`config.mk`:
```
export PLATFORM = sky130hd
export DESIGN_NAME = sap_ctrl
export DESIGN_NICKNAME = d
export VERILOG_FILES = /design/src/sv/sap_pkg.sv /design/src/sv/sap_ctrl.sv
export SDC_FILE = /design/constraint.sdc
export NUM_CORES = 1
export LEC_CHECK = 0
export ABC_CLOCK_PERIOD_IN_PS = 4300
export BUFFER_PORTS_ARGS = -buffer_cell sky130_fd_sc_hd__buf_4
export CAP_MARGIN = 20
export CORE_MARGIN = 8
export CORE_UTILIZATION = 50
export CTS_CLUSTER_SIZE = 25
export DETAILED_ROUTE_END_ITERATION = 6
export HOLD_SLACK_MARGIN = 0.1
export PLACE_DENSITY_LB_ADDON = 0.05
export REMOVE_ABC_BUFFERS = 1
export SLEW_MARGIN = 20
export SYNTH_ARGS = -nofsm -noshare
export SYNTH_HDL_FRONTEND = slang
export SYNTH_SLANG_ARGS = --single-unit
```
`constraint.sdc`:
```
create_clock -name i_clk -period 4.3 [get_ports i_clk]
set_input_delay 0.43 -clock i_clk [delete_from_list [all_inputs] [get_ports i_clk]]
set_output_delay 0.43 -clock i_clk [all_outputs]
set_load 0.05 [all_outputs]
```
`src/sv/sap_pkg.sv`:
```
// Shared types and constants for the scored anchor pool.
package sap_pkg;
    localparam int PoolEntries = 6;
    localparam int SelectCount = 4;
    localparam int ScoreW = 48;

    typedef enum logic [1:0] {
        OP_REPORT = 2'd0,
        OP_START  = 2'd1,
        OP_FINISH = 2'd2,
        OP_NONE   = 2'd3
    } t_op;

    typedef enum logic [1:0] {
        CFG_ALPHA  = 2'd0,
        CFG_DECAY  = 2'd1,
        CFG_WEIGHT = 2'd2,
        CFG_SPARE  = 2'd3
    } t_cfg_idx;

    typedef struct packed {
        logic [1:0]         op;
        logic [7:0]         anchor_id;
        logic signed [31:0] chan_power;
        logic [15:0]        chan_quality;
    } t_in_item;

    typedef struct packed {
        logic [7:0] sel_id;
        logic [1:0] sel_rank;
        logic [2:0] selected_count;
        logic       sel_valid;
        logic       sel_last;
    } t_out_item;

    typedef struct packed {
        logic [1:0]  idx;
        logic [15:0] data;
    } t_cfg_item;

    // Commands from controller to datapath.
    typedef struct packed {
        logic load;      // latch input item, compute report score
        logic mul_a;     // blend product stage one
        logic mul_b;     // blend product stage two
        logic wr_rep;    // write report result
        logic clr_seen;  // start round
        logic dec_step;  // decay one entry at scan index
        logic sel_clr;   // clear taken bits
        logic sel_step;  // visit one entry in the selection scan
        logic sel_take;  // mark best taken, latch result
        logic scan_rst;  // reset scan index
    } t_cmd;

    typedef struct packed {
        logic       scan_end;
        logic [4:0] count;
    } t_sts;

    function automatic logic signed [ScoreW-1:0] sat48(input logic signed [63:0] v);
        logic signed [63:0] mx;
        logic signed [63:0] mn;
        mx = 64'sh0000_7FFF_FFFF_FFFF;
        mn = -mx - 64'sd1;
        if (v > mx) return mx[ScoreW-1:0];
        if (v < mn) return mn[ScoreW-1:0];
        return v[ScoreW-1:0];
    endfunction

    // floor((v+128)/256)
    function automatic logic signed [63:0] rnd8(input logic signed [63:0] v);
        logic signed [63:0] x;
        x = v + 64'sd128;
        return x >>> 8;
    endfunction
endpackage

```
`src/sv/sap_ctrl.sv`:
```
// Sequencer for report, start, finish and selection.
module sap_ctrl #(
    parameter int P_SELECT = sap_pkg::SelectCount
) (
    input  logic                i_clk,
    input  logic                i_rst_n,
    input  logic                i_valid,
    output logic                o_ready,
    input  logic [1:0]          i_op,
    input  sap_pkg::t_sts       i_sts,
    input  logic [7:0]          i_best_id,
    output sap_pkg::t_cmd       o_cmd,
    output logic                o_valid,
    input  logic                i_ready,
    output sap_pkg::t_out_item  o_item
);
    import sap_pkg::*;
    typedef enum logic [2:0] {
        S_IDLE, S_MA, S_MB, S_WR, S_DEC, S_SCAN, S_PICK, S_OUT
    } t_state;
    t_state r_st;
    logic [2:0] r_rank;
    logic [4:0] r_n;

    assign o_ready = (r_st == S_IDLE);
    wire acc = i_valid && o_ready;

    always_comb begin
        o_cmd = '0;
        o_cmd.load = acc && t_op'(i_op) == OP_REPORT;
        o_cmd.clr_seen = acc && t_op'(i_op) == OP_START;
        o_cmd.scan_rst = (acc && t_op'(i_op) == OP_FINISH) || (r_st == S_DEC && i_sts.scan_end)
                      || (r_st == S_OUT && o_valid && i_ready);
        o_cmd.sel_clr = acc && t_op'(i_op) == OP_FINISH;
        o_cmd.mul_a = (r_st == S_MA);
        o_cmd.mul_b = (r_st == S_MB);
        o_cmd.wr_rep = (r_st == S_WR);
        o_cmd.dec_step = (r_st == S_DEC);
        o_cmd.sel_step = (r_st == S_SCAN);
        // best index is settled in the cycle after the last scan step
        o_cmd.sel_take = (r_st == S_PICK);
    end

    always_ff @(posedge i_clk) begin
        if (!i_rst_n) begin
            r_st <= S_IDLE; o_valid <= 1'b0; r_rank <= '0; r_n <= '0;
        end else begin
            case (r_st)
                S_IDLE: if (acc) begin
                    case (t_op'(i_op))
                        OP_REPORT: r_st <= S_MA;
                        OP_FINISH: r_st <= S_DEC;
                        default:   r_st <= S_IDLE;
                    endcase
                end
                S_MA: r_st <= S_MB;
                S_MB: r_st <= S_WR;
                S_WR: r_st <= S_IDLE;
                S_DEC: if (i_sts.scan_end) begin
                    r_rank <= '0;
                    r_n <= (i_sts.count > 5'(P_SELECT)) ? 5'(P_SELECT) : i_sts.count;
                    if (i_sts.count == 5'd0) begin
                        o_item <= '{sel_id: 8'd0, sel_rank: 2'd0, selected_count: 3'd0,
                                    sel_valid: 1'b0, sel_last: 1'b1};
                        o_valid <= 1'b1;
                        r_st <= S_OUT;
                    end else begin
                        r_st <= S_SCAN;
                    end
                end
                S_SCAN: if (i_sts.scan_end) r_st <= S_PICK;
                S_PICK: begin
                    r_st <= S_OUT;
                    o_valid <= 1'b1;
                    o_item <= '{sel_id: i_best_id, sel_rank: r_rank[1:0],
                                selected_count: r_n[2:0], sel_valid: 1'b1,
                                sel_last: (5'(r_rank) == r_n - 5'd1)};
                end
                S_OUT: if (i_ready) begin
                    o_valid <= 1'b0;
                    if (o_item.sel_last) r_st <= S_IDLE;
                    else begin
                        r_rank <= r_rank + 3'd1;
                        r_st <= S_SCAN;
                    end
                end
                default: r_st <= S_IDLE;
            endcase
        end
    end
endmodule

```
# Word level (Yosys, flattened, before mapping)
# Index checks and enable logic that the tools add are counted.
dict set report classes {
  add_sub_neg 2
  n_lt_le_gt_ge 1
  n_eq_ne 16
  muxes 20
  reduce_logical 20
}
# operator count
set op_table {}
lappend op_table {{$mux 15} 2}
lappend op_table {{$pmux 15 s2} 1}
lappend op_table {{$mux 3} 8}
lappend op_table {{$pmux 3 s8} 1}
lappend op_table {{$reduce_and 4->1} 4}
lappend op_table {{$eq 3x3->1 const B} 4}
lappend op_table {{$pmux 3 s2} 2}
lappend op_table {{$ne 2x2->1 const B} 4}
lappend op_table {{$logic_and 1x1->1} 7}
lappend op_table {{$eq 3x2->1 const B} 2}
lappend op_table {{$eq 3x5->1} 1}
lappend op_table {{$gt 5x3->1 const B} 1}
lappend op_table {{$logic_not 5->1} 1}
lappend op_table {{$mux 5} 1}
lappend op_table {{$sub 5x1->5 const B} 1}
lappend op_table {{$ne 2x1->1 const B} 2}
lappend op_table {{$reduce_bool 2->1} 2}
lappend op_table {{$add 3x1->3 const B} 1}
lappend op_table {{$eq 3x1->1 const B} 1}
lappend op_table {{$logic_not 3->1} 1}
lappend op_table {{$mux 1} 3}
lappend op_table {{$pmux 1 s3} 1}
lappend op_table {{$reduce_bool 3->1} 1}
lappend op_table {{$eq 2x1->1 const B} 1}
lappend op_table {{other kinds (5)} 6}
dict set report totals {
  register_bits 27
  out_inout_bits 27
}

# Logic depth before layout (Yosys ltp)
dict set report depth {
  word_depth 5
  mapped_depth 6
}

# Worst setup path before layout
# No wires, ideal clock.
dict set report synth_path {
  path_kind {flip-flop to output port}
  from {register r_st[1]}
  to {output o_cmd[5] (netlist bit)}
  arrival_ns 3.023
  required_time_ns 3.870
  setup_slack_ns 0.847
  path_stages_with_launch 5
  cell_sequence {dfxtp_1 buf_2 nor3_1 nand2_1 nor3b_1}
}
# element line_no
set synth_rtl {}
lappend synth_rtl {{from (decl)} sap_ctrl.sv:21} ;# t_state r_st;
lappend synth_rtl {{from (signal assigned)} sap_ctrl.sv:46} ;# r_st <= S_IDLE; o_valid <= 1'b0; r_rank <= '0; r_n <= '0;
lappend synth_rtl {{from (signal assigned)} sap_ctrl.sv:51} ;# OP_REPORT: r_st <= S_MA;
lappend synth_rtl {{from (signal assigned)} sap_ctrl.sv:52} ;# OP_FINISH: r_st <= S_DEC;
lappend synth_rtl {{to (decl)} sap_ctrl.sv:12} ;# output sap_pkg::t_cmd o_cmd,

# Worst setup path in the final report
dict set report layout_path {
  from {register r_st[2]}
  to {register o_item[9] (netlist bit), enable pin}
}
dict set report layout_between {
  elab_chain_cells 3
  elab_cells_between_ends 6
  classes_between {eq/ne: 4; reduce/logical: 2}
}
# element line_no
set layout_rtl {}
lappend layout_rtl {{$eq 3x3->1} sap_ctrl.sv:48} ;# case (r_st)
lappend layout_rtl {{$ne 2x1->1 (no line) (tied with other cells)} -}
lappend layout_rtl {{$reduce_and 4->1 (no line) (*)} -}
lappend layout_rtl {{to (signal assigned)} sap_ctrl.sv:63} ;# o_item <= '{sel_id: 8'd0, sel_rank: 2'd0, selected_count: 3'd0,
lappend layout_rtl {{to (signal assigned)} sap_ctrl.sv:75} ;# o_item <= '{sel_id: i_best_id, sel_rank: r_rank[1:0],
lappend layout_rtl {{to (decl)} sap_ctrl.sv:15} ;# output sap_pkg::t_out_item o_item
# Mark *: on every way between the ends. The rest lies on a longest branch, timed or not.
# A chain may end at the register's enable or synchronous reset.

==> reports/qor.yml <==
drt:
  drt-total-wl_mm: 3.07
  drc: 0
  num_vias: 1092
  drtAntennaViolNets: 0
  drt_iter0_drc: 23
  first_pass_iters: 4
  wl_per_cell_um: 15.0
  vias_per_cell: 5.35
flow_run:
  cap_violations: 0
power:
  intPower_mw: 0.342
  finalPower_mw: 0.481
  power_density_nw_per_um2: 280
  pwr-share-seq_pct: 59.0
  p_clk_share_pct: 22.8
  swShare_pct: 28.9
  peakVddDrop_uv: 221
  total_leakage_power_nw: 0.732
  switchingPower_mw: 0.139
  combPwrFrac_pct: 18.3
cts:
  cts_root_buffer: "clkbuf_4"
  cts_tree: "done"
  postCtsResizedCells: 0
  clkSlewWorstSetupHoldPaths_ps: 140
  cts.sinks: 27
  htree_levels: 1
  cts_made_buffers: 3
  hold_buffers: 0
  ctsLongestPathBuffers: 2
  clk_latency_ps: 320
  cts_setup_buffers: 0
finish:
  fin_nets: 197
  drive_gt1_share_pct: 32.8
  fillers: 193
  area_growth_pct: 29.8
  n_antenna_cell: 0
logic_synthesis:
  yosys_warnings: 0
  synth_top_cell_area_share_pct: 34.0
  synthTopCellsByArea: "edfxtp_1 34%, dfxtp_1 18%, and2_1 5.2%"
  synth_top_area_cell: "edfxtp_1"
  synth.cell_area_um2: 1330
  synth_cells: 129
  synth.distinct_cells: 37
  yosysMostFrequentCell: "edfxtp_1"
  synth_commonest_cells: "15 x edfxtp_1, 14 x nor2_1, 12 x dfxtp_1"
  yosysSeqAreaShare_pct: 52.1
  synth-main-ff-cell: "edfxtp_1"
  synth_edf_count: 15
  synth_seq_cells: 27
  async_flop_share_pct: 0
  synth.avg_cell_area_um2: 10.3
sta:
  tightest_slew_ps: 788
  fin_setup_tns_ps: 0
  layout_setup_ws_ps: 1650
  finalSetupViolCount: 0
  max_slew_margin_pct: 47.3
  finalHoldViolCount: 0
  report.final.slew_viol_count: 0
  finalCritPeriodShare_pct: 61.5
  rsz0062_at_grt: "no"
  fmax_ghz: 0.378
  skew_ps: 2.60
  period_needed_ps: 2650
grt:
  grt_overflow: 0
  antenna_found_initial: 0
  grt_pass1_vias: 1132
  grt_usage_pct: 13.5
  grt_first_pass_wirelength_mm: 4.84
  grt_max_degree: 18
worst_setup_path:
  slowest_stage: "a211oi_4"
  max_stage_delay_ps: 670
  crit_chain: "nand2_1 > nor2_1 > a31oi_1 > a211oi_4"
  crit_required_ps: 4280
  crit_fanout: 16
  startpoint_type: "flop"
  arrival_ps: 2630
  path_class: "flop to flop"
  end_kind: "flop"
die:
  die_w_um: 67.5
  die_height_um: 67.5
  fp.dieArea_um2: 4550
  core_um2: 2500
  start_util_pct: 53.0
  num_io_pins: 47
  num_rows: 18
hold_path:
  hold_class: "input pin to flop"
placed_design:
  hpwl_mm: 2.45
  pre_cts_ws_ps: 1390
  io_buffers: 46
  gp_congestion: 0.884
status:
  status: "finished, final reports clean"
[power groups by stage]
stage | Sequential (mW) | Combinational, mW | Clock, mW
after CTS | 0.283 | 0.0877 | 0.114
after global placement | 0.289 | 0.0853 | 0
after detailed placement | 0.289 | 0.0874 | 0
after floorplan | 0.288 | 0.0525 | 0
final | 0.284 | 0.0878 | 0.110
after global routing | 0.285 | 0.0944 | 0.121
[layout make-up]
class,instances,area (µm²),share of cell area (%)
Timing Repair Buffer,46,345,20.1
Clock buffer,3,22.5,1.31
Multi-Input combinational cell,88,586,34.0
Tap cell,30,37.5,2.18
Inverter,9,33.8,1.96
Sequential cell,27,691,40.1
Clock inverter,1,5.00,0.291
[flip-flops by register name, summed over array words and instances, names as in the netlist]
register / flops
o_valid: 1
r_n: 5
r_rank: 3
o_item: 15
r_st: 3
[placed cells by master (no fill, tap or decap), types with 3 or more instances in the layout]
master     n
dfxtp_1   12
xnor2_1    3
clkbuf_4   3
nand3_1    5
inv_1      9
nor2_1    14
nand2_1   10
nor3_1     7
buf_4     46
xor2_1     3
and2_1    11
and3_1     3
a21oi_1    6
edfxtp_1  15
[worst max-delay path: cells and delay by family, from the launching register on]
family / cells / cell delay, ps
AOI/OAI and AO/OA: 2 / 840
and+or+nand+nor: 2 / 810
DFF: 1 / 640
[stage by stage]
step	instance area [µm²]	hold slack (ps)	utilization [%]	cells
2_1_floorplan	1300	445	-	124
3_3_place_gp	1690	467	67.4	200
3_5_place_dp	1690	469	67.4	200
4_1_cts	1710	357	68.5	204
5_1_grt	1720	355	68.8	204
6_report	1720	366	68.8	204
[cell families after synthesis]
family	share of synthesized area [%]
muxes	1.51
AOI/OAI and AO/OA	11.4
DFF	52.1
buffers and inverters	4.63
xor gates and xnor gates	3.97
adders and majority gates	1.89
and+or+nand+nor	24.5
[routing by layer]
metal	track usage, %	vias up	wire length [µm]
met5	0	-	0
met4	5.74	0	44
met3	4.14	4	250
met2	22.8	40	1460
met1	15.4	495	1310
li1	-	553	-
[path summary, 6_finish.rpt]
path | start | endpoint | slack, ps | depth (start not counted)
worst max-delay path | r_st[2] | o_item[9] | 1650 | 4
worst max register to register | r_st[2] | o_item[9] | 1650 | 4
worst min-delay path | i_sts[1] | r_n[1] | 370 | 3
worst min register to register | r_n[1] | r_n[1] | 490 | 2
(Power assumes the default switching activity.)
